--- config.mk ---
export PLATFORM = sky130hd
export DESIGN_NAME = hashed_key_value_table_unit
export DESIGN_NICKNAME = d
export VERILOG_FILES = /design/src/design/hkvt_pkg.sv /design/src/design/hkvt_ram.sv /design/src/design/hkvt_front.sv /design/src/design/hkvt_fifo.sv /design/src/design/hkvt_back.sv /design/src/design/hashed_key_value_table_unit.sv
export SDC_FILE = /design/constraint.sdc
export NUM_CORES = 2
export LEC_CHECK = 0
export BUFFER_PORTS_ARGS = -buffer_cell sky130_fd_sc_hd__buf_2
export CAP_MARGIN = 0
export CELL_PAD_IN_SITES_DETAIL_PLACEMENT = 2
export CELL_PAD_IN_SITES_GLOBAL_PLACEMENT = 2
export CORE_MARGIN = 1
export CORE_UTILIZATION = 48
export CTS_BUF_LIST = sky130_fd_sc_hd__clkbuf_8
export CTS_CLUSTER_SIZE = 10
export DETAILED_ROUTE_END_ITERATION = 6
export GPL_TIMING_DRIVEN = 0
export PLACE_DENSITY_LB_ADDON = 0.1
export SYNTH_ARGS = -nofsm -noshare
export SYNTH_HDL_FRONTEND = slang
export SYNTH_SLANG_ARGS = --single-unit
export TNS_END_PERCENT = 5
--- constraint.sdc ---
create_clock -name i_clk -period 15.66 [get_ports i_clk]
set_input_delay 4.698 -clock i_clk [delete_from_list [all_inputs] [get_ports i_clk]]
set_output_delay 4.698 -clock i_clk [all_outputs]
set_load 0.05 [all_outputs]
--- src/design/hkvt_pkg.sv ---
// package for the hashed key/value table: transaction types, status codes, fnv constants
// no dependencies
`default_nettype none
package hkvt_pkg;
    localparam logic [63:0] FNV_BASIS = 64'hCBF29CE484222325;
    localparam logic [63:0] FNV_MULT  = 64'h00000100000001B3;

    typedef enum logic [1:0] {
        ST_OK   = 2'd0,
        ST_MISS = 2'd1,
        ST_FULL = 2'd2
    } t_status;

    typedef struct packed {
        logic        op;
        logic [63:0] key_bytes;
        logic [3:0]  key_length;
        logic [31:0] entry_value;
    } t_req;

    typedef struct packed {
        logic [1:0]  status;
        logic [31:0] found_value;
        logic        added_new;
    } t_rsp;

    // classified request handed from front to back
    typedef struct packed {
        logic        op;
        logic [63:0] key;
        logic [3:0]  len;
        logic [31:0] value;
        logic [63:0] hash;
    } t_job;
endpackage
`default_nettype wire

--- src/design/hkvt_ram.sv ---
// generic single-port-write, single-read ram with registered read data
// no dependencies
`default_nettype none
module hkvt_ram #(
    parameter int WIDTH = 8,
    parameter int DEPTH = 16
) (
    input  wire logic                     i_clk,
    input  wire logic                     i_we,
    input  wire logic [$clog2(DEPTH)-1:0] i_waddr,
    input  wire logic [WIDTH-1:0]         i_wdata,
    input  wire logic [$clog2(DEPTH)-1:0] i_raddr,
    output logic      [WIDTH-1:0]         o_rdata
);
    logic [WIDTH-1:0] r_mem [DEPTH];

    // write port and registered read
    always_ff @(posedge i_clk) begin
        if (i_we) begin
            r_mem[i_waddr] <= i_wdata;
        end
        o_rdata <= r_mem[i_raddr];
    end
endmodule
`default_nettype wire

--- src/design/hkvt_front.sv ---
// front part: accepts requests, normalizes key, computes fnv-1a one byte per step
// depends on hkvt_pkg
`default_nettype none
module hkvt_front
    import hkvt_pkg::*;
#(
    parameter int KEY_MAX_BYTES = 8,
    parameter int VALUE_BITS    = 32
) (
    input  wire logic i_clk,
    input  wire logic i_rst_n,
    input  wire logic i_valid,
    output logic      o_ready,
    input  wire t_req i_req,
    output logic      o_valid,
    input  wire logic i_ready,
    output t_job      o_job
);
    typedef enum logic [1:0] {S_IDLE, S_HASH, S_MUL, S_DONE} t_state;

    t_state      r_state;
    t_job        r_job;
    logic [3:0]  r_cnt;
    logic [63:0] r_x;
    logic [3:0]  n_len;
    logic [63:0] n_key;
    logic [7:0]  w_byte;

    // saturate length and clear stray bytes
    always_comb begin
        n_len = (i_req.key_length > 4'(KEY_MAX_BYTES)) ? 4'(KEY_MAX_BYTES)
                                                        : i_req.key_length;
        for (int b = 0; b < 8; b++) begin
            n_key[b*8 +: 8] = (4'(b) < n_len) ? i_req.key_bytes[b*8 +: 8] : 8'd0;
        end
    end

    assign w_byte  = r_job.key[{r_cnt[2:0], 3'b000} +: 8];
    assign o_ready = (r_state == S_IDLE);
    assign o_valid = (r_state == S_DONE);
    assign o_job   = r_job;

    // hash sequencer: xor step, then registered multiply step
    // fnv prime is 2^40 + 0x1b3, so the multiply is a sum of shifted copies
    always_ff @(posedge i_clk) begin
        if (!i_rst_n) begin
            r_state <= S_IDLE;
        end else begin
            unique case (r_state)
                S_IDLE: begin
                    if (i_valid) begin
                        r_job.op    <= i_req.op;
                        r_job.key   <= n_key;
                        r_job.len   <= n_len;
                        r_job.value <= i_req.entry_value
                                       & 32'(~64'd0 >> (64 - VALUE_BITS));
                        r_job.hash  <= FNV_BASIS;
                        r_cnt       <= '0;
                        r_state     <= S_HASH;
                    end
                end
                S_HASH: begin
                    if (r_cnt == r_job.len) begin
                        r_state <= S_DONE;
                    end else begin
                        r_x     <= r_job.hash ^ {56'd0, w_byte};
                        r_state <= S_MUL;
                    end
                end
                S_MUL: begin
                    r_job.hash <= (r_x << 40) + (r_x << 8) + (r_x << 7) + (r_x << 5)
                                  + (r_x << 4) + (r_x << 1) + r_x;
                    r_cnt      <= r_cnt + 4'd1;
                    r_state    <= S_HASH;
                end
                S_DONE: begin
                    if (i_ready) begin
                        r_state <= S_IDLE;
                    end
                end
                default: r_state <= S_IDLE;
            endcase
        end
    end

    // counter never runs past the key length
    assert property (@(posedge i_clk) disable iff (!i_rst_n)
        r_state == S_MUL |-> r_cnt < r_job.len)
        else $error("hash counter overrun");
    assert property (@(posedge i_clk) disable iff (!i_rst_n)
        o_valid && !i_ready |=> o_valid && $stable(o_job))
        else $error("job changed while stalled");
    assert property (@(posedge i_clk) disable iff (!i_rst_n)
        o_ready && i_valid |=> r_state == S_HASH)
        else $error("accept did not start hashing");
endmodule
`default_nettype wire

--- src/design/hkvt_fifo.sv ---
// two-entry queue between front and back parts
// depends on hkvt_pkg
`default_nettype none
module hkvt_fifo
    import hkvt_pkg::*;
(
    input  wire logic i_clk,
    input  wire logic i_rst_n,
    input  wire logic i_valid,
    output logic      o_ready,
    input  wire t_job i_job,
    output logic      o_valid,
    input  wire logic i_ready,
    output t_job      o_job
);
    t_job       r_q [2];
    logic       r_wp, r_rp;
    logic [1:0] r_cnt;
    logic       w_push, w_pop;

    assign o_ready = (r_cnt != 2'd2);
    assign o_valid = (r_cnt != 2'd0);
    assign o_job   = r_q[r_rp];
    assign w_push  = i_valid && o_ready;
    assign w_pop   = o_valid && i_ready;

    // pointers and count
    always_ff @(posedge i_clk) begin
        if (!i_rst_n) begin
            r_wp  <= 1'b0;
            r_rp  <= 1'b0;
            r_cnt <= 2'd0;
        end else begin
            if (w_push) begin
                r_wp <= ~r_wp;
            end
            if (w_pop) begin
                r_rp <= ~r_rp;
            end
            r_cnt <= r_cnt + {1'b0, w_push} - {1'b0, w_pop};
        end
    end

    // storage
    always_ff @(posedge i_clk) begin
        if (w_push) begin
            r_q[r_wp] <= i_job;
        end
    end

    assert property (@(posedge i_clk) disable iff (!i_rst_n) r_cnt <= 2'd2)
        else $error("queue count overflow");
    assert property (@(posedge i_clk) disable iff (!i_rst_n)
        (r_cnt == 2'd0 || r_cnt == 2'd2) |-> r_wp == r_rp)
        else $error("queue pointers out of step");
    assert property (@(posedge i_clk) disable iff (!i_rst_n)
        w_push && !w_pop |=> r_cnt == $past(r_cnt) + 2'd1)
        else $error("queue count missed a push");
endmodule
`default_nettype wire

--- src/design/hkvt_back.sv ---
// back part: linear probe over the slot memory, then lookup or set
// depends on hkvt_pkg and hkvt_ram
`default_nettype none
module hkvt_back
    import hkvt_pkg::*;
#(
    parameter int SLOTS      = 16,
    parameter int VALUE_BITS = 32
) (
    input  wire logic i_clk,
    input  wire logic i_rst_n,
    input  wire logic i_valid,
    output logic      o_ready,
    input  wire t_job i_job,
    output logic      o_valid,
    input  wire logic i_ready,
    output t_rsp      o_rsp
);
    localparam int IW = (SLOTS > 1) ? $clog2(SLOTS) : 1;
    localparam int CW = $clog2(SLOTS + 1);
    localparam int EW = 64 + 4 + VALUE_BITS;

    typedef enum logic [2:0] {S_IDLE, S_READ, S_CHECK, S_DONE} t_state;

    t_state          r_state;
    t_job            r_job;
    logic [IW-1:0]   r_idx;
    logic [CW-1:0]   r_probes;
    logic [CW-1:0]   r_occ;
    logic [SLOTS-1:0] r_valid;
    t_rsp            r_rsp;
    logic            w_we;
    logic [EW-1:0]   w_wdata;
    logic [EW-1:0]   w_rdata;
    logic [63:0]     w_skey;
    logic [3:0]      w_slen;
    logic [VALUE_BITS-1:0] w_sval;
    logic            w_hit;
    logic [CW-1:0]   n_probes;

    assign {w_skey, w_slen, w_sval} = w_rdata;
    assign w_hit    = (w_slen == r_job.len) && (w_skey == r_job.key);
    assign n_probes = r_probes + CW'(1);
    assign o_ready  = (r_state == S_IDLE);
    assign o_valid  = (r_state == S_DONE);
    assign o_rsp    = r_rsp;

    // slot write: key and length preserved on overwrite
    always_comb begin
        w_we    = 1'b0;
        w_wdata = {r_job.key, r_job.len, r_job.value[VALUE_BITS-1:0]};
        if (r_state == S_CHECK && r_job.op) begin
            if (r_valid[r_idx] && w_hit) begin
                w_we = 1'b1;
            end else if (!r_valid[r_idx] && r_occ < CW'(SLOTS / 2)) begin
                w_we = 1'b1;
            end
        end
    end

    hkvt_ram #(.WIDTH(EW), .DEPTH(SLOTS)) u_slots (
        .i_clk  (i_clk),
        .i_we   (w_we),
        .i_waddr(r_idx),
        .i_wdata(w_wdata),
        .i_raddr(r_idx),
        .o_rdata(w_rdata)
    );

    // probe sequencer, valid bits and occupancy
    always_ff @(posedge i_clk) begin
        if (!i_rst_n) begin
            r_state <= S_IDLE;
            r_valid <= '0;
            r_occ   <= '0;
        end else begin
            unique case (r_state)
                S_IDLE: begin
                    if (i_valid) begin
                        r_job    <= i_job;
                        r_idx    <= i_job.hash[IW-1:0];
                        r_probes <= '0;
                        r_state  <= S_READ;
                    end
                end
                S_READ: r_state <= S_CHECK;
                S_CHECK: begin
                    r_rsp.found_value <= '0;
                    r_rsp.added_new   <= 1'b0;
                    r_state           <= S_DONE;
                    if (!r_valid[r_idx]) begin
                        if (!r_job.op) begin
                            r_rsp.status <= ST_MISS;
                        end else if (r_occ >= CW'(SLOTS / 2)) begin
                            r_rsp.status <= ST_FULL;
                        end else begin
                            r_rsp.status    <= ST_OK;
                            r_rsp.added_new <= 1'b1;
                            r_valid[r_idx]  <= 1'b1;
                            r_occ           <= r_occ + CW'(1);
                        end
                    end else if (w_hit) begin
                        r_rsp.status <= ST_OK;
                        if (!r_job.op) begin
                            r_rsp.found_value <= 32'(w_sval);
                        end
                    end else if (n_probes == CW'(SLOTS)) begin
                        r_rsp.status <= r_job.op ? ST_FULL : ST_MISS;
                    end else begin
                        r_probes <= n_probes;
                        r_idx    <= r_idx + IW'(1);
                        r_state  <= S_READ;
                    end
                end
                S_DONE: begin
                    if (i_ready) begin
                        r_state <= S_IDLE;
                    end
                end
                default: r_state <= S_IDLE;
            endcase
        end
    end

    assert property (@(posedge i_clk) disable iff (!i_rst_n)
        $countones(r_valid) == 32'(r_occ))
        else $error("occupancy disagrees with valid bits");
    assert property (@(posedge i_clk) disable iff (!i_rst_n)
        r_occ <= CW'(SLOTS / 2))
        else $error("occupancy above half");
    assert property (@(posedge i_clk) disable iff (!i_rst_n)
        o_valid && o_rsp.added_new |-> o_rsp.status == ST_OK)
        else $error("new slot with bad status");
endmodule
`default_nettype wire

--- src/design/hashed_key_value_table_unit.sv ---
// hashed key/value table, fnv-1a hash with linear probing over SLOTS slots
// a request passes through the hash front, then the queue, then the table probe
// the front can hash a new request while the back still probes an earlier one; parts overlap via queue
// probes are at most half the slots plus one while the full limit holds
// reset clears all valid bits and occupancy at once; no clearing pass needed
// depends on hkvt_pkg, hkvt_front, hkvt_fifo, hkvt_back, hkvt_ram
`default_nettype none
module hashed_key_value_table_unit
    import hkvt_pkg::*;
#(
    parameter int SLOTS         = 16,
    parameter int KEY_MAX_BYTES = 8,
    parameter int VALUE_BITS    = 32
) (
    input  wire logic i_clk,
    input  wire logic i_rst_n,
    input  wire logic i_valid,
    output logic      o_ready,
    input  wire t_req i_req,
    output logic      o_valid,
    input  wire logic i_ready,
    output t_rsp      o_rsp
);
    logic w_fv, w_fr, w_qv, w_qr;
    t_job w_fjob, w_qjob;

    hkvt_front #(.KEY_MAX_BYTES(KEY_MAX_BYTES), .VALUE_BITS(VALUE_BITS)) u_front (
        .i_clk(i_clk), .i_rst_n(i_rst_n),
        .i_valid(i_valid), .o_ready(o_ready), .i_req(i_req),
        .o_valid(w_fv), .i_ready(w_fr), .o_job(w_fjob)
    );

    hkvt_fifo u_fifo (
        .i_clk(i_clk), .i_rst_n(i_rst_n),
        .i_valid(w_fv), .o_ready(w_fr), .i_job(w_fjob),
        .o_valid(w_qv), .i_ready(w_qr), .o_job(w_qjob)
    );

    hkvt_back #(.SLOTS(SLOTS), .VALUE_BITS(VALUE_BITS)) u_back (
        .i_clk(i_clk), .i_rst_n(i_rst_n),
        .i_valid(w_qv), .o_ready(w_qr), .i_job(w_qjob),
        .o_valid(o_valid), .i_ready(i_ready), .o_rsp(o_rsp)
    );
endmodule
`default_nettype wire

# == Yosys cells after proc, flatten, opt, wreduce, memory -nomap -nowiden ==
# Memory sizes are Yosys's and may differ from the RTL's. A register that Yosys moved wholly into a read port is not among the register bits.
# Cells that the tools add are included.
# word_totals
ram_bits,1930
in_bits,105
regBits,408
word_cells,156
n_memories,2
out_inout_bits,37
# classes
muxes,45
bitwise,9
n_addsub,12
shifts,1
order_cmp,13
n_reduce_logical,25
n_eq_ne,19
# memory_table
memory,words,width,rd,rd_clocked_by_memory_dff,write_ports,line_no,text
u_back.u_slots.r_mem,16,100,1,1,1,hkvt_ram.sv:15,logic [WIDTH-1:0] r_mem [DEPTH];
u_fifo.r_q,2,165,1,1,1,hkvt_fifo.sv:16,t_job r_q [2];
# op_table
operator,n
adder 64 bit,6
one-hot mux 64 bit (2 select lines),1
== test 64 bit,1
two-way mux 64 bit,1
variable part select 64 x 7 -> 8 bit,1
XOR 64 x 8 -> 64 bit,1
two-way mux 4 bit,6
two-way mux 5 bit,4
two-way mux 2 bit,9
"< comparator 3 x 4 -> 1 bit, first input constant",4
OR 16 bit,1
one-hot mux 4 bit (2 select lines),2
AND reduction 3 bit,5
two-way mux 1 bit,13
two-way mux 3 bit,4
"!= test 2 bit, second input constant",6
one-hot mux 3 bit (4 select lines),1
"adder 5 x 1 -> 5 bit, second input constant",2
one-hot mux 5 bit (2 select lines),1
"adder 4 x 1 -> 4 bit, second input constant",2
== test 4 bit,2
"< comparator 1 x 4 -> 1 bit, first input constant",2
"< comparator 2 x 4 -> 1 bit, first input constant",2
one-hot mux 2 bit (4 select lines),1
27 further kinds,46

# == Depth between registers and ports, before layout ==
# logic_depth
word_depth,9
ltp_mapped,9
depth_no_buf,8

# == Modules after synthesis ==
# Synthesis repeated with hierarchy kept, for this count alone.
# unflattened
cells_unflattened,5221
area_unflattened_um2,100111.0
# by_module_without_submodules
module,seq_area_each_um2,instances,cells_each,area_per_inst_um2
hkvt_ram,50048.0,1,2560,61778.0
hkvt_front,7036.7,1,1709,19464.9
hkvt_fifo,10009.6,1,537,12197.9
hkvt_back,4814.6,1,415,6670.1

# == Least setup slack after synthesis ==
# No wires, ideal clock.
# synth_path
path_kind,input port to flip-flop
from,input port i_rst_n
to,"register u_front.r_job, in the netlist u_front.o_job[100] (enable)"
setup_time_ns,0.844
setup_slack_ns,-0.222
n_path_buf,0
stages,2
arrival_ns,15.039
cell_sequence,inv_1 -> nor4b_1
# synth_via
elab_chain_len,1
# synth_rtl
element,line_no,text
from (decl),hashed_key_value_table_unit.sv:16,"input wire logic i_rst_n,"
AND reduction 3 bit (no line),--,
to (decl),hkvt_front.sv:22,t_job r_job;
# Every way passes these cells.
# A chain may end at the register's enable or synchronous reset.

# == Worst setup path after layout ==
# layout_path
from,register u_back.r_job[124] in the netlist's numbering
to,memory u_back.u_slots.r_mem[13][64] in the netlist's numbering (enable)
# layout_via
elab_chain_len,7
# layout_rtl
element,line_no,text
from (decl),hkvt_back.sv:26,t_job r_job;
from (signal assigned),hkvt_back.sv:80,r_job <= i_job;
== test 64 bit,hkvt_back.sv:42,assign w_hit = (w_slen == r_job.len) && (w_skey == r_job.key);
logical AND 1 bit,hkvt_back.sv:42,
logical AND 1 bit,hkvt_back.sv:53,if (r_valid[r_idx] && w_hit) begin
two-way mux 1 bit,hkvt_back.sv:53,
two-way mux 1 bit,hkvt_back.sv:52,if (r_state == S_CHECK && r_job.op) begin
two-way mux 1 bit,hkvt_ram.sv:19,if (i_we) begin
two-way mux 1 bit (not written as such),hkvt_ram.sv:20,r_mem[i_waddr] <= i_wdata;
to (decl),hkvt_ram.sv:15,
# Every way passes these cells.

==> metrics.log <==
[metrics] ys flop type: sky130_fd_sc_hd__edfxtp_1
[metrics] flip-flop and latch count after synthesis: 2198
[metrics] initial cell density of the core: 48.3%
[metrics] number of H-tree branching levels: 5
[metrics] stage delay of the slowest cell on the critical path: 1000 ps
[metrics] async set-reset flop share out of synthesis: 0%
[metrics] total of warnings raised by yosys: 0
[metrics] clk sink count: 2198
[metrics] highest clock rate: ~150 MHz
[metrics] die height: 412 microns
[metrics] post-synthesis area per instance: about 24 sq um
[metrics] post-synth top area share: 77.0%
[metrics] maximum fanout along the worst path: 17
[metrics] die width: 412 microns
[metrics] vias in the first global route: about 45000
[metrics] Max transition margin: -0.248%
[metrics] actual slew at the worst max-slew pin: 1500 ps
[metrics] Worst setup EP type: flop
[metrics] clock latency of the later-clocked register in the worst-skew pair: 1110 ps
[metrics] startpoint of the most critical hold path: u_front.o_job[122]$_SDFFCE_PP0P_
[metrics] launching element type of the critical path: flop
[metrics] wire length of the first global-routing pass: 387000 microns
[metrics] required time of the critical path: 16390 ps
[metrics] Resize count post-CTS: 0
[metrics] half-perimeter wire length after placement: 173000 microns
[metrics] Clock Skew: 96.7 ps
[metrics] CTS max path bufs: 4
[metrics] Max Transition Viols Final: 10
[metrics] CTS tree: built
[metrics] worst IR drop on VDD: 0.000108 V
[metrics] slack of the critical path: around 9000 ps
[metrics] final antenna-violating net count: 0
[metrics] critical-path cell list: xor2_1 -> nor4_1 -> nand4_1 -> nor4_2 -> buf_6 -> nand4_1 -> clkbuf_1 -> a21oi_4 -> buf_12 -> buf_12 -> buf_16
[metrics] syn nets: ~3500
[metrics] kind of path behind the tightest hold check: reg2reg
[metrics] max-cap check violation count: 1
[metrics] number of antenna violations at the first check in global routing: 17
[metrics] leakage component of the power: 30.6 nW
[metrics] post-synth top area cell: sky130_fd_sc_hd__edfxtp_1
[metrics] count of port buffers added during placement: 139
[metrics] Pwr per Cell Area: 154 mW/mm^2
[metrics] number of distinct library cells after synthesis: 41
[metrics] DRC: 0
[metrics] cell types occupying the most area after synthesis: sky130_fd_sc_hd__edfxtp_1 77%, sky130_fd_sc_hd__mux4_2 14%, sky130_fd_sc_hd__dfxtp_1 3.2%
[metrics] Critical Path Source: u_back.r_job[124]$_DFFE_PP_
[metrics] final RePlAce weighted congestion: between 0.7 and 0.8
[metrics] Total Die Area: 0.170 sq mm
[metrics] Core Footprint: 0.167 sq mm
[metrics] Total Nets Final: 4148
[metrics] CP Data Arrival Time: roughly 7600 ps
[metrics] pre-CTS worst setup slack: 8230 ps
[metrics] growth of design area from synthesis to finish: 16.8%
[metrics] CTS clk-pin slew, worst paths: 70 ps
[metrics] Min Clock Period, post-route: 6860 ps
[metrics] final-layout setup total negative slack: 0 ps
[metrics] final period utilization: a little over two fifths
[metrics] run status: finished, violations left
[metrics] Seq/Total Area, Yosys: 80.2%
[metrics] Row Count: 150
[metrics] total iterations of the first detailed-routing run: 5
[metrics] violated checks: max-capacitance violations, max-slew violations
[metrics] setup repair after global routing missed its margin: false
[metrics] Setup-failing EPs final: 0
[metrics] Cells after Synth: 3372
[metrics] Vias per Instance: around 6.4
[metrics] fraction of layout cells with a size suffix above 1: 32.7%
[metrics] number of top-level design ports: 142
[metrics] slowest cell on the critical path: sky130_fd_sc_hd__a21oi_4
[metrics] cts bufs inserted: 368
[metrics] starting DRC count in detailed routing: between 5000 and 6000
[metrics] pin count of the biggest net entering global routing: 48
[metrics] source of the worst register-to-register timing path: u_back.r_job[124]$_DFFE_PP_
[metrics] root buffer cell: sky130_fd_sc_hd__clkbuf_8
[metrics] # Post-CTS Setup Buffers: 0
[metrics] Total GRT Usage: 33.9%
[metrics] Routed WL: roughly 280000 microns
[metrics] Final Hold Violating Endpoints: 0
[metrics] sum of overflow across all layers after global routing: 0
[metrics] R2R Setup Slk: 8800 ps
[metrics] number of buffers added to fix hold violations after cts: 0
[metrics] routed wirelength normalized by instance count: 43.6 microns
[metrics] DR vias: 41500
[metrics] critical path start-end classification: reg2reg
[metrics] mapped cell area: 0.0807 sq mm
[metrics] count of flip-flops with a built-in enable after synthesis: 2068
[power breakdown]
group          total [mW]  internal (mW)  switching, mW
clock                5.20           2.64           2.56
sequential           7.28           6.90          0.377
combinational        2.05          0.798           1.25
[critical path: cells and delay by family (launching register included)]
kind | cells | cell delay (ps)
simple gates | 4 | 2550
xor+xnor | 1 | 370
flops | 1 | 790
compound gates | 1 | 1000
buf+inv | 5 | 1700
[state kept, by name (all words and copies together), names as in the netlist, 5 cells and up, named ones only]
register	cells
u_back.o_rsp	35
u_back.r_occ	5
u_fifo.r_q	210
u_front.o_job	105
u_back.r_job	101
u_back.r_probes	5
u_back.r_valid	16
u_back.u_slots.r_mem	1600
u_back.u_slots.o_rdata	100
[per-stage QoR]
| step | total power [mW] | std cells | instance area [sq um] | util, % | hold slack, ps |
|---|---|---|---|---|---|
| global placement | 9.18 | 5715 | 84100 | 50.4 | 424 |
| global route | 14.9 | 6513 | 94300 | 56.4 | 450 |
| detailed placement | 9.36 | 5861 | 87200 | 52.2 | 438 |
| CTS | 14.6 | 6509 | 94200 | 56.4 | 442 |
| finish | 14.5 | 6517 | 94300 | 56.4 | 446 |
| floorplan | 8.36 | 3372 | 80700 | - | 421 |
[path summary, 6_finish.rpt]
kind,to,cells past startpoint
worst min register to register,u_fifo.r_q[1][122]$_DFFE_PP_,0
worst max register to register,u_back.u_slots.r_mem[13][64]$_DFFE_PP_,11
worst max-delay path,u_back.u_slots.r_mem[13][64]$_DFFE_PP_,11
worst min-delay path,u_fifo.r_q[1][122]$_DFFE_PP_,0
[cells in the mapped netlist (3+ instances only)]
cell	n
sky130_fd_sc_hd__nand4_1	8
sky130_fd_sc_hd__nor4_1	18
sky130_fd_sc_hd__xor2_1	66
sky130_fd_sc_hd__a21oi_1	22
sky130_fd_sc_hd__nand2b_1	3
sky130_fd_sc_hd__o21a_1	17
sky130_fd_sc_hd__inv_1	11
sky130_fd_sc_hd__buf_1	43
sky130_fd_sc_hd__dfxtp_1	130
sky130_fd_sc_hd__nand3_1	7
sky130_fd_sc_hd__mux2_2	101
sky130_fd_sc_hd__o21ai_1	3
sky130_fd_sc_hd__buf_6	3
sky130_fd_sc_hd__and2_1	48
sky130_fd_sc_hd__clkbuf_1	99
sky130_fd_sc_hd__o21ai_0	4
sky130_fd_sc_hd__xnor2_1	25
sky130_fd_sc_hd__mux2i_1	9
sky130_fd_sc_hd__nor2_1	40
sky130_fd_sc_hd__nor3_1	5
sky130_fd_sc_hd__nand2_1	31
sky130_fd_sc_hd__mux4_2	512
sky130_fd_sc_hd__edfxtp_1	2068
sky130_fd_sc_hd__nor2b_1	62
sky130_fd_sc_hd__ha_1	14
[cell type report]
| type | instances | area (sq um) |
|---|---|---|
| Inverter | 11 | 41.3 |
| Fill cell | 13500 | 72800 |
| Clock buffer | 430 | 5920 |
| Multi-Input combinational cell | 1016 | 15600 |
| Sequential cell | 2198 | 64700 |
| Antenna cell | 6 | 15.0 |
| Timing Repair Buffer | 287 | 3540 |
| Clock inverter | 218 | 1100 |
| Buffer | 147 | 591 |
| Tap cell | 2204 | 2760 |
[logic make-up after synthesis]
family / count (synthesis) / share of synthesized area (%)
xor+xnor: 91 / 0.988
simple gates: 230 / 1.56
flops: 2198 / 80.2
mux: 622 / 15.8
buf+inv: 158 / 0.769
fa+ha+maj: 14 / 0.217
compound gates: 59 / 0.462
[layer usage]
metal  wire length (microns)  vias up  track usage (%)  share of wire [%]
li1                        -    15500                -                  -
met1                  106000    23100             42.2                 37
met2                  148000     2397             59.3                 52
met3                   20200      573             6.55                7.1
met4                    9830       14             11.7                3.5
met5                      93        -                0              0.033
[placed cells by master, fill, tap and decap left out, types with 19 or more instances in the layout]
cell type / instances
sky130_fd_sc_hd__and2_1: 47
sky130_fd_sc_hd__buf_4: 19
sky130_fd_sc_hd__dfxtp_1: 130
sky130_fd_sc_hd__inv_1: 153
sky130_fd_sc_hd__nor2_1: 37
sky130_fd_sc_hd__edfxtp_1: 2068
sky130_fd_sc_hd__mux2_2: 101
sky130_fd_sc_hd__buf_1: 42
sky130_fd_sc_hd__nor2b_1: 62
sky130_fd_sc_hd__nand2_1: 31
sky130_fd_sc_hd__xor2_1: 66
sky130_fd_sc_hd__buf_12: 76
sky130_fd_sc_hd__xnor2_1: 25
sky130_fd_sc_hd__clkinv_1: 40
sky130_fd_sc_hd__buf_16: 34
sky130_fd_sc_hd__clkinv_2: 24
sky130_fd_sc_hd__buf_2: 140
sky130_fd_sc_hd__clkbuf_1: 91
sky130_fd_sc_hd__mux4_2: 512
sky130_fd_sc_hd__clkbuf_8: 430
(Power assumes the default switching activity.)
